==> src/hdl/plmi_muldiv.sv <==
// Serial trunc(a*b/d) on unsigned operands, capped at 2^62; one quotient bit per cycle.
// No dependencies; standalone arithmetic unit.
module plmi_muldiv (
    input  logic               i_clk,
    input  logic               i_rst_n,
    input  logic               i_start,
    input  logic [34:0]        i_a,
    input  logic [34:0]        i_b,
    input  logic [34:0]        i_d,
    output logic               o_done,
    output logic [62:0]        o_q
);
    logic [69:0]  r_num;
    logic [34:0]  r_d;
    logic [35:0]  r_rem;
    logic [62:0]  r_q;
    logic [6:0]   r_cnt;
    logic         r_busy;
    logic         r_mul;
    logic [69:0]  r_pa;
    logic [34:0]  r_pb;
    logic [5:0]   r_mcnt;
    logic [35:0]  n_rem;
    logic         n_qb;
    logic [63:0]  n_q;

    always_comb begin
        n_rem = {r_rem[34:0], r_num[69]};
        n_qb  = 1'b0;
        if (n_rem >= {1'b0, r_d}) begin
            n_rem = n_rem - {1'b0, r_d};
            n_qb  = 1'b1;
        end
        n_q = {r_q, n_qb};
        if (r_q >= 63'(64'd1 << 62)) n_q = 64'd1 << 62;
        else if (n_q > (64'd1 << 62)) n_q = 64'd1 << 62;
    end

    always_ff @(posedge i_clk) begin
        o_done <= 1'b0;
        if (!i_rst_n) begin
            r_busy <= 1'b0;
            r_mul  <= 1'b0;
        end else if (i_start) begin
            // shift-add product first, then restoring division
            r_mul  <= 1'b1;
            r_pa   <= {35'd0, i_a};
            r_pb   <= i_b;
            r_num  <= '0;
            r_d    <= i_d;
            r_mcnt <= 6'd0;
        end else if (r_mul) begin
            if (r_pb[0]) r_num <= r_num + r_pa;
            r_pa   <= r_pa << 1;
            r_pb   <= r_pb >> 1;
            r_mcnt <= r_mcnt + 6'd1;
            if (r_mcnt == 6'd34) begin
                r_mul  <= 1'b0;
                r_busy <= 1'b1;
                r_rem  <= '0;
                r_q    <= '0;
                r_cnt  <= 7'd0;
            end
        end else if (r_busy) begin
            r_rem <= n_rem;
            r_q   <= n_q[62:0];
            r_num <= r_num << 1;
            r_cnt <= r_cnt + 7'd1;
            if (r_cnt == 7'd69) begin
                r_busy <= 1'b0;
                o_done <= 1'b1;
            end
        end
    end

    assign o_q = r_q;
endmodule

==> config.mk <==
export PLATFORM = sky130hd
export DESIGN_NAME = plmi_muldiv
export DESIGN_NICKNAME = d
export VERILOG_FILES = /design/src/hdl/plmi_muldiv.sv
export SDC_FILE = /design/constraint.sdc
export NUM_CORES = 1
export LEC_CHECK = 0
export BUFFER_PORTS_ARGS = -buffer_cell sky130_fd_sc_hd__buf_2
export CAP_MARGIN = 5
export CORE_MARGIN = 5
export CORE_UTILIZATION = 55
export DETAILED_ROUTE_END_ITERATION = 8
export PLACE_DENSITY_LB_ADDON = 0.05
export REMOVE_ABC_BUFFERS = 1
export SLEW_MARGIN = 20
export SYNTH_ARGS = -nofsm -noshare
export SYNTH_HDL_FRONTEND = slang
export SYNTH_SLANG_ARGS = --single-unit
==> constraint.sdc <==
create_clock -name i_clk -period 9.4 [get_ports i_clk]
set_input_delay 1.88 -clock i_clk [delete_from_list [all_inputs] [get_ports i_clk]]
set_output_delay 1.88 -clock i_clk [all_outputs]
set_load 0.02 [all_outputs]
# Word level (Yosys, flattened, before mapping)
# Index checks and enable logic that the tools add are counted.
[word_totals] register_bits=324 input_bits=108 out_inout_bits=64 elab_cells=64
[classes] n_addsub=4 magnitude_cmp=3 eq_ne=4 n_mux=29 n_bitwise=3 reduce_logical=9
[ops] op="63-bit two-way mux" n=5
[ops] op="70-bit two-way mux" n=4
[ops] op="35-bit two-way mux" n=7
[ops] op="70-bit adder" n=1
[ops] op="64-bit by 63-bit > comparator with 1-bit output (second input constant)" n=1
[ops] op="63-bit >= comparator (second input constant)" n=1
[ops] op="36-bit by 35-bit >= comparator with 1-bit output" n=1
[ops] op="35-bit subtractor" n=1
[ops] op="7-bit two-way mux" n=3
[ops] op="1-bit two-way mux" n=9
[ops] op="7-bit by 1-bit adder with 7-bit output (second input constant)" n=1
[ops] op="7-bit equality test (second input constant)" n=1
[ops] op="6-bit by 1-bit adder with 6-bit output (second input constant)" n=1
[ops] op="6-bit equality test (second input constant)" n=1
[ops] op="6-bit two-way mux" n=1
[ops] op="2-bit AND reduction" n=3
[ops] op="4-bit AND reduction" n=1
[ops] op="2-bit nonzero test" n=2
[ops] op="4-bit OR reduction" n=1
[ops] op="3-bit by 2-bit inequality test with 1-bit output (second input constant)" n=1
[ops] op="1-bit NOT" n=3
[ops] op="3-bit AND reduction" n=1
[ops] op="3-bit nonzero test" n=1
[ops] op="2-bit by 1-bit inequality test with 1-bit output (second input constant)" n=1

# Longest topological paths before layout
[depth] depth_word=7 depth_mapped=15 depth_no_buf=13

# Least setup slack after synthesis
# No wires, ideal clock.
[synth_timing] path_kind="in2reg" start="input i_start" end="register r_q[0] (netlist: o_q[0]), enable pin" setup_ps=604 arrival_ps=7436 path_slack_ps=1360 path_stages=3 n_path_buf=1 cell_sequence="clkbuf_1 -> or2_2 -> a21oi_1"
[synth_between] elab_chain_cells=2
[synth_lines] item="start: declaration" line="6" source="input logic i_start,"
[synth_lines] item="1-bit NOT (no source line)"
[synth_lines] item="4-bit AND reduction (no source line)"
[synth_lines] item="end signal: assignment" line="66" source="r_q <= n_q[62:0];"
[synth_lines] item="end: declaration" line="16" source="logic [62:0] r_q;"
# Every way passes these cells.
# A chain may end at the register's enable or synchronous reset.

# Worst setup path in the final report
[layout_timing] start="register r_num[69]" end="register r_rem[31], data pin"
[layout_between] elab_chain_cells=4 elab_cells_between_ends=5
[layout_lines] item="start: declaration" line="13" source="logic [69:0] r_num;"
[layout_lines] item="start signal: assignment" line="53" source="if (r_pb[0]) r_num <= r_num + r_pa;"
[layout_lines] item="start signal: assignment" line="67" source="r_num <= r_num << 1;"
[layout_lines] item="35-bit subtractor / 36-bit by 35-bit >= comparator with 1-bit output (equally long branches)" line="31, 30"
[layout_lines] item="35-bit two-way mux *" line="30" source="if (n_rem >= {1'b0, r_d}) begin"
[layout_lines] item="35-bit two-way mux *" line="64" source="end else if (r_busy) begin"
[layout_lines] item="35-bit two-way mux *" line="52" source="end else if (r_mul) begin"
[layout_lines] item="end signal: assignment" line="65" source="r_rem <= n_rem;"
[layout_lines] item="end: declaration" line="15" source="logic [35:0] r_rem;"
# Every way passes the cells marked *; elsewhere a longest branch is shown, timed or not. The select of a mux whose other input is x is not followed.

==> summary.txt <==
Setup TNS = 0 ps
Ant. Diodes = 0
Clock Pin Slew Worst Setup and Hold Paths = 60 ps
Core area = 34500 um^2
Most common cell after layout, fill and taps aside = edfxtp_1
First-pass GRT wire length = 67.6 mm
Reg area = 9700 um^2
Slew Limit Fails = 0
Max cap viols = 0
Port Buffers = 171
WL final = 41.5 mm
Avg Cell Area, Syn = 11.1 um^2
First-pass DRT Iterations = 5
Pin count of the biggest net entering global routing = 78
Post-CTS Repair Setup Buffers = 0
Ports = 172
Root Driver = clkbuf_16
Met3 Wirelength = 1.74 mm
# setup viols final = 0
Final critical-path required period = 4150 ps
Area delta synth->final = 12.2%
Total track usage = 0.209
Die Height = 196 um
Setup Skew = 14.0 ps
CP Class = reg -> reg
FP Rows = 68
WL/cell = 17.7 um
Post-route insts no fill = 2347
Place WS = 5010 ps
Fillers = 2883
Register bit total from synthesis = 324
CP arrival = 4440 ps
CTS tree = yes
Rel. slew slack = 0.311
CTS max path bufs = 3
Area of the multi-input gates = 8840 um^2
Final WS setup = 5250 ps
Status = finished, final reports clean
CP max stage cell = nand2_1
Max layer used = met4
Clk sink count = 324
Post-Syn Area = 19100 um^2
Vias in the first global route = 13400
DP Cell Count = 2280
Total global routing overflow = 0
Die width = 196 um
CP required = 9690 ps
Static leakage = 8.43 nW
Synth cell types = 83
H-Tree Depth = 2
CP dominant cell by count = o2111ai_4
Starting Density = 0.555
Met1 Routed Length = 18.8 mm
Post-synthesis sequential area ratio = 0.507
Slew @ Worst Pin = 1030 ps
Final Net Count = 2082
Synth Flop Type = edfxtp_1
Layout cells sized above 1 = 0.177
Syn Inst Count = 1718
Worst vdd ir = 0.000158 V
R2r setup slk = 5250 ps
RSZ-0062 raised after global routing = no
Ys Warns = 0
Skew-Pair Late Insertion Delay = 540 ps
Cts hold-fix bufs = 0
Vias/cell = 5.77
Vias = 13600
Worst path cell trace = inv_1, ha_1, fa_1, nor2b_1, o31a_4, o2111ai_4, a211oi_2, nor2b_4, o32ai_2, o2111ai_4, nand2_1, nor2_1, a22o_1
Maximum net fanout on the critical path = 28
Final ANT Viol Nets = 0
Post-synth EDFFs = 321
Number of gates resized after CTS = 0
Initial antenna violation count = 0
CP peak stage delay = 820 ps
Crit start category = flop
Crit. End Element = flop
DRC = 0
Initial DRC count = 805
Async set-reset flop share out of synthesis = 0
Hold WS = 487 ps
CTS Buf Count = 37
Final worst path period share = 0.442
DR WL met2 = 20.1 mm
Gp weighted congestion = 0.900
FMAX = 241 MHz
Pwr Density = 176 nW/um^2
HP Class = reg -> reg
Cell area after layout = 21500 um^2
Die Footprint = 38600 um^2
Commonest cells after routing, fill and taps aside = edfxtp_1 (321), buf_2 (170), nand2_1 (129)
Delay-heaviest family, CP = compound AO/OA/AOI/OAI gates
Area of placed instances = 20300 um^2
Post-DP HPWL = 28.8 mm
Final Hold Fails = 0
Buf/Inv on CP = 1
## Yosys cell counts (11+ instances only)
| library cell | count | area [um^2] |
|---|---|---|
| a211oi_1 | 20 | 150 |
| a21o_1 | 51 | 383 |
| a21oi_1 | 128 | 641 |
| a31oi_1 | 12 | 75.1 |
| and2_1 | 75 | 469 |
| buf_1 | 12 | 45.0 |
| buf_2 | 11 | 55.1 |
| clkbuf_1 | 46 | 173 |
| edfxtp_1 | 321 | 9640 |
| ha_1 | 108 | 1350 |
| inv_1 | 68 | 255 |
| mux2_2 | 68 | 766 |
| mux2i_1 | 33 | 330 |
| nand2_1 | 129 | 484 |
| nand3_1 | 24 | 120 |
| nand4_1 | 27 | 169 |
| nor2_1 | 113 | 424 |
| nor2b_1 | 56 | 350 |
| nor3_1 | 13 | 65.1 |
| nor4_1 | 20 | 125 |
| o21a_1 | 24 | 180 |
| o21ai_0 | 74 | 370 |
| o21bai_1 | 14 | 105 |
| or3_1 | 15 | 93.8 |
| xnor2_1 | 62 | 543 |
| xor2_1 | 33 | 289 |
## through the flow
| step | utilization | power (mW) |
|---|---|---|
| 2_1_floorplan | - | 2.26 |
| 3_3_place_gp | 0.590 | 2.43 |
| 3_5_place_dp | 0.590 | 2.44 |
| 4_1_cts | 0.623 | 3.81 |
| 5_1_grt | 0.623 | 3.96 |
| 6_report | 0.623 | 3.77 |
## layout make-up
cell class	instances	area share
timing repair buffer	184	0.0447
multi-input combinational	1249	0.412
inverter	68	0.0119
clock inverter	24	0.00863
clock buffer	43	0.0442
sequential	324	0.452
tap	455	0.0265
## tightest hold or removal path: cells and delay by family (launching register included)
kind | cells | cell delay [ps]
DFF | 1 | 340
and+or+nand+nor | 2 | 100
## cell families after synthesis
kind of cell             count (synthesis)  synth area share
AND/OR/NAND/NOR                        521             0.140
flip-flops                             324             0.507
adder cells (fa/ha/maj)                110            0.0727
XOR/XNOR                                95            0.0435
buffers and inverters                  145            0.0320
AO/OA/AOI/OAI                          422             0.148
multiplexers                           101            0.0573
## metal layers
metal | vias up | GRT usage
met5 | - | 0
li1 | 6690 | -
met2 | 257 | 0.355
met3 | 69 | 0.0304
met1 | 6534 | 0.284
met4 | 0 | 0.0561
## registers in the layout, summed over array words and instances, names as in the netlist
| signal | cells |
|---|---|
| o_done | 1 |
| o_q | 63 |
| r_busy | 1 |
| r_cnt | 7 |
| r_d | 35 |
| r_mcnt | 6 |
| r_mul | 1 |
| r_num | 70 |
| r_pa | 70 |
| r_pb | 35 |
| r_rem | 35 |
## worst paths after layout
| path | depth (start not counted) | from | endpoint |
|---|---|---|---|
| setup / recovery | 13 | r_num[69] | r_rem[31] |
| hold / removal | 2 | r_busy | o_done |
| setup reg to reg | 13 | r_num[69] | r_rem[31] |
| hold reg to reg | 2 | r_busy | o_done |
## power breakdown
group	switching, mW	internal [mW]	total [mW]
Clock	0.583	0.780	1.36
Sequential	0.0456	1.69	1.73
Combinational	0.389	0.287	0.676
Total	1.02	2.76	3.77
No activity file was read; power rests on OpenSTA's default activity.
