[config.mk]
export PLATFORM = sky130hd
export DESIGN_NAME = plmi_cell
export DESIGN_NICKNAME = d
export VERILOG_FILES = /design/src/hdl/plmi_pkg.sv /design/src/hdl/plmi_cell.sv
export SDC_FILE = /design/constraint.sdc
export NUM_CORES = 1
export LEC_CHECK = 0
export BUFFER_PORTS_ARGS = -buffer_cell sky130_fd_sc_hd__buf_2
export CAP_MARGIN = 20
export CORE_ASPECT_RATIO = 0.6
export CORE_MARGIN = 10
export CORE_UTILIZATION = 38
export CTS_CLUSTER_DIAMETER = 80
export CTS_CLUSTER_SIZE = 10
export DETAILED_ROUTE_END_ITERATION = 12
export GPL_TIMING_DRIVEN = 0
export PLACE_DENSITY = 0.84
export SKIP_LAST_GASP = 1
export SYNTH_ARGS = -nofsm -noshare
export SYNTH_HDL_FRONTEND = slang
export SYNTH_SLANG_ARGS = --single-unit
[constraint.sdc]
create_clock -name i_clk -period 2.72 [get_ports i_clk]
set_input_delay 0.408 -clock i_clk [delete_from_list [all_inputs] [get_ports i_clk]]
set_output_delay 0.408 -clock i_clk [all_outputs]
set_load 0.005 [all_outputs]
[src/hdl/plmi_pkg.sv]
// Package for the piecewise-linear map interpolation unit.
// Shared types, codes and defaults; no dependencies.
package plmi_pkg;
    localparam int MAX_POINTS_DEF = 16;

    localparam logic [1:0] FN_INSERT  = 2'd0;
    localparam logic [1:0] FN_CLEAR   = 2'd1;
    localparam logic [1:0] FN_FORWARD = 2'd2;
    localparam logic [1:0] FN_INVERSE = 2'd3;

    localparam logic [1:0] ST_OK   = 2'd0;
    localparam logic [1:0] ST_FULL = 2'd1;
    localparam logic [1:0] ST_SAT  = 2'd2;

    localparam logic CFG_FACTOR  = 1'b0;
    localparam logic CFG_REFLECT = 1'b1;

    typedef struct packed {
        logic [1:0]         func;
        logic signed [31:0] in_x;
        logic signed [31:0] in_y;
    } t_req;

    typedef struct packed {
        logic signed [31:0] result_value;
        logic [1:0]         status;
        logic               used_factor;
    } t_rsp;

    // One table entry as it moves along the cell chain.
    typedef struct packed {
        logic               vld;
        logic signed [31:0] key;
        logic signed [31:0] val;
    } t_pt;
endpackage

[src/hdl/plmi_cell.sv]
// One cell of the sorted breakpoint chain: holds one point, shifts right on insert.
// Depends on plmi_pkg.
module plmi_cell (
    input  logic            i_clk,
    input  logic            i_rst_n,
    input  logic            i_clear,
    input  logic            i_ins,
    input  logic            i_shift,
    input  plmi_pkg::t_pt   i_left,
    input  plmi_pkg::t_pt   i_new,
    output plmi_pkg::t_pt   o_pt
);
    plmi_pkg::t_pt r_pt;

    always_ff @(posedge i_clk) begin
        if (!i_rst_n || i_clear) begin
            r_pt.vld <= 1'b0;
        end else if (i_ins) begin
            r_pt <= i_new;
        end else if (i_shift) begin
            r_pt <= i_left;
        end
        if (i_rst_n && !i_clear && !i_ins && i_shift) begin
            r_pt.key <= i_left.key;
        end
    end

    assign o_pt = r_pt;
endmodule

Word level (Yosys, flattened, before mapping)
Index checks and enable logic that the tools add are counted.
Operators by class
  equal/unequal tests: 1
  muxes and demuxes: 4
  bitwise logic cells: 1
  reduce and logical (&&, ||, !) cells: 11
Operator list (count)
  $mux W65: 2
  $mux W64: 1
  $mux W32: 1
  $reduce_and A2 Y1: 2
  $logic_and A1 B1 Y1: 3
  $logic_not A1 Y1: 3
  $reduce_bool A3 Y1: 1
  $ne A2 B1 Y1 const B: 1
  $reduce_bool A2 Y1: 1
  $logic_or A1 B1 Y1: 1
  $not A1 Y1: 1
Storage, ports and cells
  flip-flop bits (word level): 65
  bits of input ports: 135
  output and inout bits: 65
  logic and storage cells: 20

Logic depth before layout (Yosys ltp)
Gate-level depths: netlist of the first run.
  word-level depth: 6
  gate-level depth with buffers: 5
  gate-level depth less buffers: 2

Worst setup path after synthesis of the first run
Ideal clock, no wire load.
  path type: input port to flip-flop
  start point: input port i_ins
  end point: register r_pt (netlist bit o_pt[0]) (enable)
  library setup time: 0.421 ns
  arrival: 2.188 ns
  data required time: 2.299 ns
  setup slack: 0.111 ns
  cell stages on the path: 5
  path buffers: 3
  path through: buf_6 > buf_12 > buf_12 > nor2_1 > nor2_1
On the way
  longest elaborated chain between the ends: 2
RTL lines
  from (decl): line plmi_cell.sv:7  | input logic i_ins,
  $reduce_bool A2 Y1 (no line)
  $reduce_and A2 Y1 (no line)
  to (signal assigned): line plmi_cell.sv:19  | r_pt <= i_new;
  to (signal assigned): line plmi_cell.sv:21  | r_pt <= i_left;
  to (decl): line plmi_cell.sv:13  | plmi_pkg::t_pt r_pt;
Every way passes these cells.
A chain may end at the register's enable or synchronous reset.

Final worst setup path of the first run
  start point: input port i_ins
  end point: register r_pt (netlist bit o_pt[60]) (enable)
On the way
  longest elaborated chain between the ends: 5
  elaborated cells between the ends (all ways): 6
  classes of those cells: 1 x eq/ne; 5 x reduce/logical
RTL lines
  $logic_not A1 Y1: line plmi_cell.sv:23  | if (i_rst_n && !i_clear && !i_ins && i_shift) begin
  $logic_and A1 B1 Y1 (2 in a row): line plmi_cell.sv:23
  $ne A2 B1 Y1 (no line) / $reduce_bool A3 Y1 (equally long branches)
  $reduce_and A2 Y1 (no line) *
Mark *: on every way between the ends. The rest lies on a longest branch, timed or not.

==> results of run 1 <==
[cell usage in the layout (no fill, tap or decap), drive strengths merged]
cell    synthesis  layout
inv             1       1
clkinv          0       6
edfxtp         64      64
nor2           35      35
nand2b          1       1
buf            10     209
mux2i          33      33
mux2           32      32
nor2b           1       1
clkbuf          2      11
dfxtp           1       1
a211oi          1       1
[layer usage]
layer	track usage	vias up	wire length, um
met2	0.252	105	4410
met3	0.0657	10	766
met5	0	-	0
li1	-	1091	-
met1	0.151	1068	3450
met4	0.0413	0	126
[worst max-delay path by stage]
stage,depth (start not counted),start,endpoint
detailed placement,6,i_ins,o_pt[62]$_DFFE_PP_
global route,6,i_ins,o_pt[57]$_DFFE_PP_
CTS,6,i_ins,o_pt[57]$_DFFE_PP_
floorplan,5,i_ins,o_pt[0]$_DFFE_PP_
finish,6,i_ins,o_pt[60]$_DFFE_PP_
global placement,5,i_ins,o_pt[27]$_DFFE_PP_
[per-stage QoR]
step	power, mW	instance area, um^2
2_1_floorplan	1.36	2930
3_3_place_gp	1.54	4050
3_5_place_dp	1.55	4080
4_1_cts	2.53	4330
5_1_grt	2.61	4330
6_report	2.50	4330
[power breakdown]
part           internal (mW)  leakage, nW  total (mW)  switching, mW
Sequential              1.18        0.566        1.19         0.0148
Clock                  0.595        0.127       0.968          0.373
Combinational          0.189         1.22       0.336          0.147
[layout make-up]
type | count | area, um^2 | share of cell area
plain buffers | 12 | 139 | 0.0321
well taps | 104 | 130 | 0.0301
multi-input cells | 103 | 857 | 0.198
inverters | 1 | 3.75 | 0.000867
clock buffers | 9 | 225 | 0.0520
flip-flops and latches | 65 | 1940 | 0.449
clock inverters | 6 | 26.3 | 0.00607
repair buffers | 199 | 1010 | 0.232
[cell families after synthesis]
family / Yosys count / synth area share
flip-flops: 65 / 0.662
AND/OR/NAND/NOR: 37 / 0.0491
AO/OA/AOI/OAI: 1 / 0.00427
multiplexers: 65 / 0.236
buffers and inverters: 13 / 0.0487
==> impl_metrics.ini, run 1 <==
[finish]
diodes = 0
synthToLayoutAreaGrowth_pct = 47.7
postLayoutCoreUtil = 0.586
fill_cells = 615
final_cells = 499
drive_above_1_share = 0.651
largest_register_ffs = 65
fin_nets = 526

[timing]
tightest_slew_ps = 926
clock.fmax_ghz = 0.549
fin_worst_skew_ps = 0
rsz0062_at_grt = no
finalCriticalPeriod_ps = 1820
setup_ws_ps = 899
timing.hold.ws_ps = 393
timing.final.crit_share = 0.669
setup_violations = 0
finalSetupTns_ps = 0
slew_headroom = 0.381
hold_viol = 0
finalMaxSlewViolations = 0

[pwr]
max-vdd-ir-drop_v = 0.000283
powerDensity_nw_per_um2 = 577
leakagePower_nw = 1.92

[floorplanning]
die_h_um = 88.0
dieArea_um2 = 11700
fp-row-count = 24
ios = 200
die_w_um = 133
start_util = 0.397
core_area_um2 = 7390

[synthesis]
synth_area_um2 = 2930
netlist_instances = 181
yosysMostFrequentCell = edfxtp_1
synth_edf_count = 64
avgSynthCellArea_um2 = 16.2
synth_area_leaders = edfxtp_1 66%, mux2_2 12%, mux2i_1 11%
synthArstFlopShare = 0
ys_warn_count = 0
synth_top_cell_by_area = edfxtp_1
ys_types = 14
yosysTopAreaCellShare = 0.656
syn_nets = 316
ys_ff_latch = 65
yosys-top-cells-count = 64 x edfxtp_1, 35 x nor2_1, 33 x mux2i_1
synth-seq-area-share = 0.662
ys.flop_type = edfxtp_1

[clock_tree]
ctsResizeCount = 0
post_cts_buffers = 0
clock_latency_ps = 310
numCtsBuffers = 9
cts.clk_slew.worst_paths_ps = 50
cts_hold_buf = 0
cts_tree = built
root_buffer = clkbuf_16
cts_max_path_buffers = 2
clkSinkCount = 65
htreeDepth = 3

[grt]
grt_max_degree = 33
antenna_found_initial = 0
grt_pass1_vias = 2510
grt_pass1_wl_mm = 13.1
overflow = 0
grt_use_total = 0.142

[placed_design]
place_ws_ps = 574
io_buffers = 198
dp_cells = 484
dp_hpwl_mm = 7.18
gp_congestion = 0.804

[hold_path]
worstHoldStart = i_left[9]
min_to = o_pt[9]$_DFFE_PP_
whs_path_depth = 2
hold_class = primary input to flop

[worst_setup_path]
cp-end-kind = flop
path_cells = buf_6, buf_12, buf_12, nor2_1, nor2_2, buf_8
critPathTopFamily = simple AND/OR/NAND/NOR gates
cp_common_cell = buf_12
r2r_start = o_pt[64]$_SDFFE_PP0P_
cp_data_required_time_ps = 2740
reg2reg_depth = 2
worst_path_max_delay_cell = nor2_2
cp_max_fo = 17
worstSetupStartpointType = primary input
path_buf_inv = 4
crit_arrival_ps = 1840
regToRegEndpoint = o_pt[64]$_SDFFE_PP0P_
r2r_slack_ps = 2050
critical_path.max_stage_delay_ps = 680
crit_type = primary input to flop

[detailed_routing]
wirelength_mm = 8.75
antenna_left = 0
firstDrtPassIters = 4
wl_per_cell_um = 17.5
drt_iter0_markers = 110
viasPerCell = 4.56
drc = 0
vias = 2274

[flow_run]
cap_violations = 0

[status]
status = completed
Power figures use the tool's default switching activity.
==> run 2: changes to the inputs <==
--- a/config.mk
+++ b/config.mk
@@ -9,12 +9,12 @@
 export CAP_MARGIN = 20
 export CORE_ASPECT_RATIO = 0.6
 export CORE_MARGIN = 10
-export CORE_UTILIZATION = 38
+export CORE_UTILIZATION = 40
 export CTS_CLUSTER_DIAMETER = 80
 export CTS_CLUSTER_SIZE = 10
 export DETAILED_ROUTE_END_ITERATION = 12
 export GPL_TIMING_DRIVEN = 0
-export PLACE_DENSITY = 0.84
+export PLACE_DENSITY = 0.85
 export SKIP_LAST_GASP = 1
 export SYNTH_ARGS = -nofsm -noshare
 export SYNTH_HDL_FRONTEND = slang
==> constraint.sdc (replaced) <==
create_clock -name i_clk -period 1.7 [get_ports i_clk]
set_input_delay 0.255 -clock i_clk [delete_from_list [all_inputs] [get_ports i_clk]]
set_output_delay 0.255 -clock i_clk [all_outputs]
set_load 0.005 [all_outputs]
==> impl_metrics.ini, run 2 (same netlist as run 1, synthesis figures left out) <==
[worst_setup_path]
cp-end-kind = flop
worst_path_max_delay_cell = nor2_4
cp_data_required_time_ps = 1630
path_cells = buf_6, buf_12, buf_12, nor2_1, nor2_4
cp_max_fo = 32
worstSetupStartpointType = primary input
crit_arrival_ps = 1440
cp_common_cell = buf_12
critical_path.max_stage_delay_ps = 680
crit_type = primary input to flop

[grt]
overflow = 0
grt_max_degree = 33
grt_pass1_vias = 2517
grt_pass1_wl_mm = 12.8
antenna_found_initial = 0
grt_use_total = 0.144

[finish]
synthToLayoutAreaGrowth_pct = 47.8
final_cells = 486
fin_nets = 525
fill_cells = 596
diodes = 0
layout_commonest_cell = buf_2
largest_register_ffs = 65
drive_above_1_share = 0.648
final_cell_mix = 200 x buf_2, 64 x edfxtp_1, 33 x mux2i_1, 33 x nor2_1, 32 x mux2_2

[clock_tree]
ctsResizeCount = 0
numCtsBuffers = 9
clock_latency_ps = 310
post_cts_buffers = 0
root_buffer = clkbuf_16
cts_hold_buf = 0
clkSinkCount = 65
cts_max_path_buffers = 2
cts_tree = built
htreeDepth = 3
cts.clk_slew.worst_paths_ps = 50

[floorplanning]
fp-row-count = 24
dieArea_um2 = 11300
die_h_um = 86.3
start_util = 0.407
ios = 200
core_area_um2 = 7210
die_w_um = 131

[flow_run]
cap_violations = 0

[placed_design]
io_buffers = 198
gp_congestion = 0.733
dp_cells = 470
place_ws_ps = -176
dp_hpwl_mm = 7.02

[timing]
finalCriticalPeriod_ps = 1510
rsz0062_at_grt = no
setup_violations = 0
slew_headroom = 0.409
timing.final.crit_share = 0.886
finalSetupTns_ps = 0
timing.hold.ws_ps = 240
fin_worst_skew_ps = 0
setup_ws_ps = 193
hold_viol = 0
finalMaxSlewViolations = 0
tightest_slew_ps = 885
clock.fmax_ghz = 0.664

[detailed_routing]
vias = 2221
drc = 0
wirelength_mm = 8.52
antenna_left = 0
wl_per_cell_um = 17.5
viasPerCell = 4.57
drt_iter0_markers = 113
firstDrtPassIters = 4

[hold_path]
hold_class = primary input to flop

[pwr]
max-vdd-ir-drop_v = 0.000420
powerDensity_nw_per_um2 = 960
leakagePower_nw = 1.92

[status]
status = completed
==> run 2: cell types whose count changed in the layout (fill, tap and decap cells not counted), sizes merged <==
| cell | previous run | this run |
|---|---|---|
| bufinv | 0 | 1 |
| clkbuf | 11 | 14 |
| buf | 209 | 208 |
| clkinv | 6 | 3 |
==> run 2: where the power goes <==
| group | internal [mW] | switching [mW] |
|---|---|---|
| combinational | 0.300 | 0.233 |
| clock | 1.12 | 0.593 |
| sequential | 1.89 | 0.0235 |
| total | 3.31 | 0.849 |
==> run 2: layout make-up <==
| type | count | area (um^2) | area share |
|---|---|---|---|
| buffer | 12 | 139 | 0.0321 |
| clock buffer | 12 | 236 | 0.0546 |
| clock inverter | 4 | 43.8 | 0.0101 |
| inverter | 1 | 3.75 | 0.000867 |
| multi-input combinational | 103 | 862 | 0.199 |
| sequential | 65 | 1940 | 0.448 |
| tap | 91 | 114 | 0.0263 |
| timing repair buffer | 198 | 991 | 0.229 |
==> run 2: per-layer routing <==
layer | part of all wire | GRT usage | vias to the layer above
met5 | 0 | 0 | -
met1 | 0.37 | 0.150 | 1019
li1 | - | - | 1088
met3 | 0.12 | 0.0695 | 7
met2 | 0.51 | 0.254 | 107
met4 | 0.0095 | 0.0432 | 0
==> run 2: critical path, delay by kind of cell <==
| family | cells | cell delay, ps |
|---|---|---|
| AND/OR/NAND/NOR | 2 | 780 |
| buffers and inverters | 3 | 380 |
==> run 2: stage by stage <==
step | utilization | area [um^2] | power [mW]
CTS | 0.601 | 4330 | 4.23
global placement | 0.561 | 4040 | 2.46
detailed placement | 0.562 | 4050 | 2.48
global route | 0.601 | 4330 | 4.36
finish | 0.601 | 4330 | 4.16
floorplan | - | 2940 | 2.18
==> run 2: worst paths after layout <==
| check | from | endpoint | slack (ps) | depth (start not counted) |
|---|---|---|---|---|
| max | i_ins | o_pt[52]$_DFFE_PP_ | 190 | 5 |
| min | i_new[0] | o_pt[0]$_DFFE_PP_ | 240 | 2 |
| max reg2reg | o_pt[64]$_SDFFE_PP0P_ | o_pt[64]$_SDFFE_PP0P_ | 1010 | 2 |
| min reg2reg | o_pt[64]$_SDFFE_PP0P_ | o_pt[64]$_SDFFE_PP0P_ | 620 | 2 |
